--- config.mk ---
export PLATFORM = sky130hd
export DESIGN_NAME = segregated_fit_block_cache
export DESIGN_NICKNAME = d
export VERILOG_FILES = /design/src/rtl/core/sfbc_pkg.sv /design/src/rtl/core/sfbc_ram.sv /design/src/rtl/core/segregated_fit_block_cache.sv
export SDC_FILE = /design/constraint.sdc
export NUM_CORES = 2
export LEC_CHECK = 0
export BUFFER_PORTS_ARGS = -buffer_cell sky130_fd_sc_hd__buf_4
export CORE_MARGIN = 2
export CORE_UTILIZATION = 44
export DETAILED_ROUTE_END_ITERATION = 8
export RECOVER_POWER = 50
export SKIP_LAST_GASP = 1
export SYNTH_ARGS = -nofsm -noshare
export SYNTH_HDL_FRONTEND = slang
export SYNTH_SLANG_ARGS = --single-unit
--- constraint.sdc ---
create_clock -name clk -period 6 [get_ports clk]
set_input_delay 0.9 -clock clk [delete_from_list [all_inputs] [get_ports clk]]
set_output_delay 0.9 -clock clk [all_outputs]
set_load 0.02 [all_outputs]
--- src/rtl/core/sfbc_pkg.sv ---
// Package: shared types and codes for the segregated fit block cache.
`timescale 1ns / 1ps
package sfbc_pkg;
    localparam logic [1:0] ST_FREED  = 2'd0;
    localparam logic [1:0] ST_ALLOC  = 2'd1;
    localparam logic [1:0] ST_MISS   = 2'd2;
    localparam logic [1:0] ST_REJECT = 2'd3;
    localparam int ADDR_W = 16;
    localparam int LEN_W  = 16;
    typedef logic [ADDR_W-1:0] addr_t;
    typedef logic [LEN_W-1:0]  len_t;
endpackage

--- src/rtl/core/sfbc_ram.sv ---
// Generic single-port-write, one-read RAM with registered read data.
`timescale 1ns / 1ps
module sfbc_ram #(
    parameter int WIDTH = 16,
    parameter int DEPTH = 64
) (
    input  logic                     clk,
    input  logic                     we,
    input  logic [$clog2(DEPTH)-1:0] waddr,
    input  logic [WIDTH-1:0]         wdata,
    input  logic [$clog2(DEPTH)-1:0] raddr,
    output logic [WIDTH-1:0]         rdata
);
    logic [WIDTH-1:0] mem [DEPTH];

    always_ff @(posedge clk)
    begin
        if (we)
        begin
            mem[waddr] <= wdata;
        end
        rdata <= mem[raddr];
    end
endmodule

--- src/rtl/core/segregated_fit_block_cache.sv ---
// Top level: segregated free-list block cache with best-fit general-list search.
`timescale 1ns / 1ps
// Freed heap blocks are kept in FIFO lists by size; allocate takes from a
// fast list or walks the general list for an exact or close fit, splitting
// a larger block and re-queuing its tail. One word is worked at a time; ready
// is low while busy. A general-list walk visits at most POOL_ENTRIES
// entries; each step issues one registered link/length memory read, waits
// for its data and compares through a single shared compare unit.
// After reset the link memory is chained as the spare pool by a clearing pass
// over all POOL_ENTRIES entries, during which no word is accepted. The result
// waits in an output register until taken; the next word may be worked
// meanwhile, and only its own result waits for the register to empty.
module segregated_fit_block_cache #(
    parameter int FAST_LISTS   = 8,
    parameter int POOL_ENTRIES = 64
) (
    input  logic        clk,
    input  logic        rst_n,
    input  logic        in_valid,
    output logic        in_ready,
    input  logic        kind,
    input  logic [15:0] block_addr,
    input  logic [15:0] block_count,
    output logic        out_valid,
    input  logic        out_ready,
    output logic [1:0]  status,
    output logic [15:0] alloc_addr
);
    localparam int IW = $clog2(POOL_ENTRIES);
    localparam int LW = IW + 1;          // link width: extra bit is null
    localparam int CW = $clog2(FAST_LISTS);
    localparam logic [LW-1:0] LNULL = LW'(POOL_ENTRIES);

    localparam logic [3:0] S_INIT  = 4'd0;
    localparam logic [3:0] S_IDLE  = 4'd1;
    localparam logic [3:0] S_LINK  = 4'd2;  // free: wait spare link read
    localparam logic [3:0] S_FAST  = 4'd3;  // fast alloc: wait reads
    localparam logic [3:0] S_WRD   = 4'd4;  // walk: issue read
    localparam logic [3:0] S_WWT   = 4'd5;  // walk: wait data
    localparam logic [3:0] S_WCMP  = 4'd6;  // walk: compare
    localparam logic [3:0] S_BRD   = 4'd7;  // read best entry
    localparam logic [3:0] S_BWT   = 4'd8;
    localparam logic [3:0] S_UNL   = 4'd9;  // unlink best
    localparam logic [3:0] S_SPL   = 4'd10; // re-queue tail or release
    localparam logic [3:0] S_APP   = 4'd11; // append: link old tail
    localparam logic [3:0] S_OUT   = 4'd12;

    logic [3:0] state_reg, state_next;

    // class head/tail kept in flops (small, read at computed index)
    logic [LW-1:0] head_reg [FAST_LISTS];
    logic [LW-1:0] tail_reg [FAST_LISTS];
    logic [LW-1:0] spare_reg;

    sfbc_pkg::addr_t    addr_reg;
    sfbc_pkg::len_t     cnt_reg;
    logic [16:0]        limit_reg;
    logic [LW-1:0]      cur_reg, prev_reg, best_reg, bprev_reg;
    logic [16:0]        bsize_reg;
    logic [IW:0]        steps_reg;
    logic [CW-1:0]      acls_reg;    // class for pending append
    logic [LW-1:0]      aent_reg;    // entry for pending append
    logic [IW:0]        init_reg;
    logic [1:0]         st_reg;
    sfbc_pkg::addr_t    res_reg;
    logic               ov_reg;
    logic [1:0]         ost_reg;     // result word held for the receiver
    sfbc_pkg::addr_t    oaddr_reg;

    // memory ports
    logic            l_we, a_we, n_we;
    logic [IW-1:0]   l_wa, a_wa, n_wa, rd_a;
    logic [LW-1:0]   l_wd, l_rd;
    logic [15:0]     a_wd, a_rd, n_wd, n_rd;

    sfbc_ram #(.WIDTH(LW), .DEPTH(POOL_ENTRIES)) u_link (
        .clk(clk), .we(l_we), .waddr(l_wa), .wdata(l_wd), .raddr(rd_a), .rdata(l_rd));
    sfbc_ram #(.WIDTH(16), .DEPTH(POOL_ENTRIES)) u_addr (
        .clk(clk), .we(a_we), .waddr(a_wa), .wdata(a_wd), .raddr(rd_a), .rdata(a_rd));
    sfbc_ram #(.WIDTH(16), .DEPTH(POOL_ENTRIES)) u_len (
        .clk(clk), .we(n_we), .waddr(n_wa), .wdata(n_wd), .raddr(rd_a), .rdata(n_rd));

    function automatic logic [CW-1:0] cls_of(input logic [15:0] len);
        return (len < 16'(FAST_LISTS)) ? CW'(len) : '0;
    endfunction

    assign in_ready   = (state_reg == S_IDLE);
    assign out_valid  = ov_reg;
    assign status     = ost_reg;
    assign alloc_addr = oaddr_reg;

    logic        acc;
    logic        fast_req;
    logic [16:0] tail_len;
    assign acc      = in_valid && in_ready;
    assign fast_req = (block_count != 16'd0) && (block_count < 16'(FAST_LISTS));
    assign tail_len = bsize_reg - {1'b0, cnt_reg};

    // shared compare unit for the walk
    logic        c_exact, c_ge, c_take;
    assign c_exact = (n_rd == cnt_reg);
    assign c_ge    = (n_rd >= cnt_reg);
    assign c_take  = c_ge && ((best_reg != LNULL) ? ({1'b0, n_rd} < bsize_reg)
                                                  : ({1'b0, n_rd} <= limit_reg));

    always_comb
    begin
        state_next = state_reg;
        l_we = 1'b0; l_wa = '0; l_wd = '0;
        a_we = 1'b0; a_wa = '0; a_wd = '0;
        n_we = 1'b0; n_wa = '0; n_wd = '0;
        rd_a = cur_reg[IW-1:0];
        unique case (state_reg)
            S_INIT:
            begin
                l_we = 1'b1;
                l_wa = init_reg[IW-1:0];
                l_wd = LW'(init_reg) + LW'(1);
                if (init_reg == (IW+1)'(POOL_ENTRIES - 1))
                begin
                    state_next = S_IDLE;
                end
            end
            S_IDLE:
            begin
                rd_a = spare_reg[IW-1:0];
                if (acc)
                begin
                    if (!kind)
                    begin
                        state_next = (spare_reg == LNULL) ? S_OUT : S_LINK;
                        rd_a = spare_reg[IW-1:0];
                    end
                    else if (fast_req)
                    begin
                        rd_a = head_reg[CW'(block_count)][IW-1:0];
                        state_next = (head_reg[CW'(block_count)] == LNULL) ? S_OUT : S_FAST;
                    end
                    else
                    begin
                        state_next = S_WRD;
                    end
                end
            end
            S_LINK:
            begin
                a_we = 1'b1; a_wa = aent_reg[IW-1:0]; a_wd = addr_reg;
                n_we = 1'b1; n_wa = aent_reg[IW-1:0]; n_wd = cnt_reg;
                state_next = S_APP;
            end
            S_FAST:
            begin
                // release head entry to spare list
                l_we = 1'b1; l_wa = cur_reg[IW-1:0]; l_wd = spare_reg;
                state_next = S_OUT;
            end
            S_WRD:
            begin
                state_next = ((cur_reg == LNULL) || (steps_reg == (IW+1)'(POOL_ENTRIES)))
                             ? ((best_reg == LNULL) ? S_OUT : S_BRD) : S_WWT;
            end
            S_WWT:
            begin
                state_next = S_WCMP;
            end
            S_WCMP:
            begin
                state_next = c_exact ? S_BRD : S_WRD;
            end
            S_BRD:
            begin
                rd_a = best_reg[IW-1:0];
                state_next = S_BWT;
            end
            S_BWT:
            begin
                rd_a = best_reg[IW-1:0];
                state_next = S_UNL;
            end
            S_UNL:
            begin
                if (bprev_reg != LNULL)
                begin
                    l_we = 1'b1; l_wa = bprev_reg[IW-1:0]; l_wd = l_rd;
                end
                state_next = S_SPL;
            end
            S_SPL:
            begin
                if (bsize_reg > {1'b0, cnt_reg})
                begin
                    a_we = 1'b1; a_wa = best_reg[IW-1:0]; a_wd = res_reg + cnt_reg;
                    n_we = 1'b1; n_wa = best_reg[IW-1:0]; n_wd = tail_len[15:0];
                    state_next = S_APP;
                end
                else
                begin
                    l_we = 1'b1; l_wa = best_reg[IW-1:0]; l_wd = spare_reg;
                    state_next = S_OUT;
                end
            end
            S_APP:
            begin
                // null own link, then hook onto old tail (one write port: one write at a time)
                if (steps_reg[0] == 1'b0)
                begin
                    l_we = 1'b1; l_wa = aent_reg[IW-1:0]; l_wd = LNULL;
                    state_next = (tail_reg[acls_reg] == LNULL) ? S_OUT : S_APP;
                end
                else
                begin
                    l_we = 1'b1; l_wa = tail_reg[acls_reg][IW-1:0]; l_wd = aent_reg;
                    state_next = S_OUT;
                end
            end
            S_OUT:
            begin
                if (!ov_reg)
                begin
                    state_next = S_IDLE;
                end
            end
            default:
            begin
                state_next = S_IDLE;
            end
        endcase
    end

    always_ff @(posedge clk or negedge rst_n)
    begin
        if (!rst_n)
        begin
            state_reg <= S_INIT;
            init_reg  <= '0;
            spare_reg <= '0;
            ov_reg    <= 1'b0;
            ost_reg   <= sfbc_pkg::ST_FREED;
            oaddr_reg <= '0;
            for (int i = 0; i < FAST_LISTS; i++)
            begin
                head_reg[i] <= LNULL;
                tail_reg[i] <= LNULL;
            end
        end
        else
        begin
            state_reg <= state_next;
            if (out_valid && out_ready)
            begin
                ov_reg <= 1'b0;
            end
            unique case (state_reg)
                S_INIT:
                begin
                    init_reg <= init_reg + 1'b1;
                end
                S_IDLE:
                begin
                    if (acc)
                    begin
                        addr_reg  <= block_addr;
                        cnt_reg   <= block_count;
                        limit_reg <= 17'(({4'd0, block_count} * 20) >> 4);
                        res_reg   <= '0;
                        best_reg  <= LNULL;
                        bprev_reg <= LNULL;
                        bsize_reg <= '0;
                        prev_reg  <= LNULL;
                        steps_reg <= '0;
                        st_reg    <= sfbc_pkg::ST_MISS;
                        aent_reg  <= spare_reg;
                        acls_reg  <= cls_of(block_count);
                        if (!kind)
                        begin
                            st_reg <= (spare_reg == LNULL) ? sfbc_pkg::ST_REJECT
                                                           : sfbc_pkg::ST_FREED;
                        end
                        else if (fast_req)
                        begin
                            cur_reg <= head_reg[CW'(block_count)];
                        end
                        else
                        begin
                            cur_reg <= head_reg[0];
                        end
                    end
                end
                S_LINK:
                begin
                    spare_reg <= l_rd;
                end
                S_FAST:
                begin
                    head_reg[CW'(cnt_reg)] <= l_rd;
                    if (tail_reg[CW'(cnt_reg)] == cur_reg)
                    begin
                        tail_reg[CW'(cnt_reg)] <= LNULL;
                    end
                    res_reg   <= a_rd;
                    spare_reg <= cur_reg;
                    st_reg    <= sfbc_pkg::ST_ALLOC;
                end
                S_WCMP:
                begin
                    if (c_exact || c_take)
                    begin
                        best_reg  <= cur_reg;
                        bprev_reg <= prev_reg;
                        bsize_reg <= {1'b0, n_rd};
                    end
                    prev_reg  <= cur_reg;
                    cur_reg   <= l_rd;
                    steps_reg <= steps_reg + 1'b1;
                end
                S_UNL:
                begin
                    if (bprev_reg == LNULL)
                    begin
                        head_reg[0] <= l_rd;
                    end
                    if (tail_reg[0] == best_reg)
                    begin
                        tail_reg[0] <= bprev_reg;
                    end
                    res_reg   <= a_rd;
                    st_reg    <= sfbc_pkg::ST_ALLOC;
                    aent_reg  <= best_reg;
                    acls_reg  <= cls_of(tail_len[15:0]);
                    steps_reg <= '0;
                end
                S_SPL:
                begin
                    if (!(bsize_reg > {1'b0, cnt_reg}))
                    begin
                        spare_reg <= best_reg;
                    end
                end
                S_APP:
                begin
                    if (steps_reg[0] == 1'b0)
                    begin
                        steps_reg[0] <= 1'b1;
                        if (tail_reg[acls_reg] == LNULL)
                        begin
                            head_reg[acls_reg] <= aent_reg;
                            tail_reg[acls_reg] <= aent_reg;
                        end
                    end
                    else
                    begin
                        tail_reg[acls_reg] <= aent_reg;
                    end
                end
                S_OUT:
                begin
                    // load the result word once the output register is empty
                    if (!ov_reg)
                    begin
                        ov_reg    <= 1'b1;
                        ost_reg   <= st_reg;
                        oaddr_reg <= res_reg;
                    end
                end
                default:
                begin
                end
            endcase
        end
    end
endmodule

# Word-level counts from Yosys, hierarchy flattened
# Memories as Yosys holds them, arrays and structs flattened. A register that Yosys moved wholly into a read port is not among the register bits.
# Cells that the tools add are included.
# word_totals
register_bits,278
latch_bits,0
mem_bits_rw,2496
rom_bits,0
input_bits,37
out_inout_bits,20
wordCells,237
mem_count,3
# op_classes
add_sub_neg,4
multipliers,1
n_div,0
magnitude_cmp,11
n_eq_ne,37
shift,0
n_mux,102
bitwise,7
n_reduce_logical,36
# mem_list
memory,depth,word_bits,rd,rd_clocked_by_memory_dff,write_ports,line,rtl
u_addr.mem,64,16,1,1,1,sfbc_ram.sv:14,logic [WIDTH-1:0] mem [DEPTH];
u_len.mem,64,16,1,1,1,sfbc_ram.sv:14,
u_link.mem,64,7,1,1,1,sfbc_ram.sv:14,
# op_table
operator,n
$mux 56,5
$pmux 49 s2,2
$bwmux 56,3
$mux 7,22
$pmux 16 s2,3
$pmux 7 s2,5
$bmux 7 s3,3
$pmux 7 s3,3
$pmux 4 s13,1
$eq 7x7->1 const B,7
$and 48x48->48,1
$mux 16,3
$not 48->48,1
$demux 7 s3,2
$mux 6,7
$mux 4,9
$pmux 7 s5,1
$mux 17,2
$pmux 17 s2,1
$lt 16x4->1 const B,2
$pmux 6 s5,1
$reduce_and 3->1,9
$pmux 6 s2,2
$eq 4x4->1 const B,5
43 further kinds,98

# Logic depth before layout (Yosys ltp)
# depth
depth_word,10
ltp_mapped,16
depth_no_buf,14

# Hierarchy
# A second synthesis with hierarchy kept.
# unflattened
hier_cells,6292
hier_area_um2,115624.6
# by_module_without_submodules
module,n_inst,cells_each,area_each_um2,seq_area_each_um2
sfbc_ram (u_len),1,1829,40042.2,31069.8
sfbc_ram (u_addr),1,1820,39978.3,31069.8
segregated_fit_block_cache,1,1816,17968.5,7592.3
sfbc_ram (u_link),1,827,17635.7,13593.0

# Worst setup path after synthesis
# Ideal clock, no wire load.
# synth_timing
kind,register -> register
from,register cnt_reg[1]
to,memory u_addr.mem[0][4] (data pin)
setup_time_ns,0.702
arrival_ns,5.786
t_required_ns,5.298
path_slack_ns,-0.487
path_stages_with_launch,16
path_buffers,4
synth_period_minus_slack_ns,6.487
cell_sequence,edfxtp_1 buf_2 clkbuf_1 inv_1 ha_1 nor2b_1 o21a_1 o21a_1 o21ai_0 o211a_1 o211ai_1 and2_1 buf_2 nand2_1 clkbuf_1 o21ai_0
# synth_via
elab_chain_cells,3
elab_cells_between_ends,4
classes_between,add/sub: 1; order compare: 1; mux: 2
# synth_rtl
element,line,rtl
"start, declared",segregated_fit_block_cache.sv:56,sfbc_pkg::len_t cnt_reg;
"start signal, assigned",segregated_fit_block_cache.sv:263,cnt_reg <= block_count;
$add 16x16->16 or $gt 17x16->1 (tied branches),"segregated_fit_block_cache.sv:192, segregated_fit_block_cache.sv:190",
$mux 16 *,segregated_fit_block_cache.sv:190,"if (bsize_reg > {1'b0, cnt_reg})"
$pmux 16 s2 *,segregated_fit_block_cache.sv:113,unique case (state_reg)
net a_wd[4],segregated_fit_block_cache.sv:74,"logic [15:0] a_wd, a_rd, n_wd, n_rd;"
"end, declared",sfbc_ram.sv:14,
# The timed path passes the listed nets; every way through them passes the cells marked *.

# Worst setup path after layout
# layout_timing
from,register cnt_reg[13]
to,"memory u_addr.mem[1][14], enable pin"
# layout_via
elab_chain_cells,5
elab_cells_between_ends,7
classes_between,order compare: 1; mux: 6
# layout_rtl
element,line,rtl
$gt 17x16->1 *,segregated_fit_block_cache.sv:190,
$mux 1,segregated_fit_block_cache.sv:190,
$pmux 1 s2,segregated_fit_block_cache.sv:113,
$mux 1,sfbc_ram.sv:18,if (we)
$mux 1 (implied by the code),sfbc_ram.sv:20,mem[waddr] <= wdata;
# Every way passes the cells marked *; elsewhere a longest branch is shown, timed or not.

==> results.json <==
{
  "cts_root_buf": "clkbuf_16",
  "syn-cell-area_um2": 117200,
  "place.port_buffers": 56,
  "n_fill_cell": 22540,
  "path_class": "flop to flop",
  "route.detailed.wl_per_inst_um": 28.13,
  "leakagePower_nw": 47.01,
  "tritoncts": "yes",
  "clkPwrFrac_pct": 26.9,
  "largestRegisters": "u_addr.mem x1024, u_len.mem x1024, u_link.mem x448",
  "p_int_mw": 41.67,
  "utilization_pct": 50.33,
  "fin_crit_sh_pct": 93.73,
  "netSwitchingPower_mw": 26.71,
  "dp_hpwl_um": 220300,
  "finalHoldViolations": 0,
  "cts.clk_slew.worst_paths_ns": 0.06,
  "initial_utilization_pct": 44.19,
  "pwr_density_cell_nw_per_um2": 512.5,
  "ys_types": 87,
  "firstDrtPassIters": 9,
  "first_iter_violations": 10050,
  "endpoint_kind": "flop",
  "final_nets": 9498,
  "hold_buffers": 1,
  "power.total_mw": 68.38,
  "final_antenna_net_count": 0,
  "gp_congestion": 0.9462,
  "finClkSkew_ns": 0.07754,
  "wirelength_um": 369100,
  "hold_class": "input port to flop",
  "layout-drive-gt1-share_pct": 10.88,
  "cts_setup_buffers": 0,
  "setup_violations": 0,
  "synth_flop_cell": "edfxtp_1",
  "htreeDepth": 5,
  "switching_share_pct": 39.06,
  "cp.arrival_ns": 5.90,
  "max_slew_margin_pct": -70.02,
  "violations": "DRC, capacitance limit, slew limit",
  "maxSlewViolCount": 660,
  "drc": 16,
  "seq_area_frac_synth_pct": 71.12,
  "rsz0062_at_grt": "false",
  "cp-start-kind": "flop",
  "avgSynthCellArea_um2": 12.84,
  "grt_util_all_layers_pct": 26.75,
  "ys_warn_count": 0,
  "clock-sinks": 2812,
  "irDropWorstVdd_mv": 0.6544,
  "clock_path_buffers": 4,
  "antenna_found_initial": 23,
  "grt_max_degree": 127,
  "grt_overflow": 0,
  "synth-edff-count": 2624,
  "async_flop_share_pct": 5.299,
  "vias": 79130,
  "fin_crit_ns": 5.624,
  "cts_made_buffers": 310,
  "met3_length_um": 34300,
  "power.share.combinational_pct": 38.3,
  "wl_met2_um": 167700,
  "outcome": "finished with violations",
  "cap_violations": 11,
  "dieArea_um2": 270400,
  "area_delta_synth_final_pct": 13.89,
  "clock.fmax_mhz": 177.8,
  "cp_max_fo": 32,
  "ioPinCount": 57,
  "vias_per_cell": 6.030,
  "grt_pass1_vias": 75140,
  "grt_pass1_wl_um": 531400,
  "p_seq_share_pct": 34.7,
  "met1_length_um": 149100,
  "clk_latency_ns": 0.97,
  "coreArea_um2": 265100,
  "num_rows": 189,
  "synthesis.instances": 9127,
  "worst_pin_slew_ns": 2.550,
  "crit_required_ns": 6.27,
  "syn_nets": 9276,
  "die_h_um": 520,
  "topRoutingLayerUsed": "met5",
  "die_width_um": 520,
  "cts.repair.resized": 0,
  "ys_ff_latch": 2812
}
## cell type report
class | count | area [um^2] | area share, %
flip-flops and latches | 2812 | 83320 | 62.45
multi-input cells | 5608 | 31340 | 23.49
clock buffers | 414 | 8433 | 6.320
well taps | 3533 | 4420 | 3.313
repair buffers | 488 | 4153 | 3.112
clock inverters | 132 | 1260 | 0.9443
inverters | 129 | 484.2 | 0.3629
diodes | 6 | 15.01 | 0.01125
## power by group through the flow
stage | Combinational [mW] | Sequential (mW) | Clock [mW]
6_report | 26.2 | 23.8 | 18.4
5_1_grt | 27.9 | 23.8 | 19.3
4_1_cts | 26.1 | 23.7 | 18.6
3_5_place_dp | 26.0 | 24.1 | 0
3_3_place_gp | 25.7 | 24.1 | 0
2_1_floorplan | 15.5 | 23.6 | 0
## worst max-delay path: stages (launching register included)
cell and delay [ns]:
edfxtp_1 0.54, inv_1 0.12, ha_1 0.37, and2_0 0.21, a22o_1 0.23, o21a_1 0.17
o21ai_0 0.24, o211ai_1 0.33, clkbuf_1 0.30, a31oi_1 0.80, nor2_1 0.08, nand2_1 0.09
clkbuf_2 0.43, nor2_4 0.06, clkbuf_2 0.97
## through the flow
step           setup WS (ns)  cell area, um^2  hold WS [ns]  TNS (ns)  cells
2_1_floorplan        -0.4874           117200        0.4419   -430.94   9127
3_3_place_gp          -1.614           124500        0.4591    -2.846  12570
3_5_place_dp         -0.1116           124500        0.4624   -0.2497  12570
4_1_cts               0.6827           134200        0.1026         0  13120
5_1_grt               0.2863           133400        0.1529         0  13120
6_report              0.3760           133400        0.1850         0  13120
## cells in the final DEF (no fill, tap or decap), drive strengths merged, types with 109 or more instances in the layout
cell / netlist / routed
inv: 128 / 133
o21ai: 205 / 205
dfrtp: 133 / 133
buf: 315 / 359
mux2i: 169 / 169
edfxtp: 2624 / 2624
a311oi: 129 / 129
a32oi: 109 / 109
nor2: 319 / 319
a21oi: 260 / 260
a31oi: 229 / 229
clkbuf: 263 / 542
nand2: 2378 / 2378
nand3: 608 / 608
ha: 109 / 109
and3: 236 / 236
## logic make-up after synthesis
kind of cell             after synthesis  share of synthesized area [%]
multiplexers                         237                          2.312
XOR/XNOR                              65                         0.4859
adder cells (fa/ha/maj)              112                          1.215
AND/OR/NAND/NOR                     3808                          13.91
flip-flops                          2812                          71.12
buffers and inverters                707                          2.794
AO/OA/AOI/OAI                       1386                          8.153
## metal layers
| metal | global-route usage (%) | vias to the layer above |
|---|---|---|
| met5 | 0 | - |
| met4 | 11.69 | 6 |
| met3 | 4.343 | 747 |
| met2 | 41.66 | 4136 |
| met1 | 37.17 | 39860 |
| li1 | - | 34380 |
## final timing paths
kind | from | end | slack (ns) | cells past startpoint
max | cnt_reg[13] | u_addr.mem[1][14] | 0.38 | 14
min | block_addr[11] | addr_reg[11] | 0.18 | 1
max reg2reg | cnt_reg[13] | u_addr.mem[1][14] | 0.38 | 14
min reg2reg | head_reg[20] | head_reg[20] | 0.48 | 2
max in group asynchronous | rst_n | alloc_addr[11] | 1.22 | 4
min in group asynchronous | rst_n | head_reg[10] | 1.30 | 2
## cells in the mapped netlist (all sizes together), types with 37 or more instances
cell type  count  area share [%]
inv          128            0.41
nor4          69            0.38
nand2       2378             7.6
a32oi        109            0.81
xnor2         39            0.29
edfxtp      2624              67
a31oi        229             1.2
a311oi       129            0.96
mux2i        169             1.4
nor2         319             1.0
dfxtp         39            0.67
o21a          48            0.31
dfrtp        133             2.8
mux2          46            0.44
o22ai         96            0.51
clkbuf       263            0.84
nor2b         37            0.20
nand3        608             2.6
and3         236             1.3
ha           109             1.2
buf          315             1.5
o32ai         39            0.29
nor3          85            0.37
o21ai        205            0.88
a21oi        260             1.1
(Power assumes the default switching activity.)
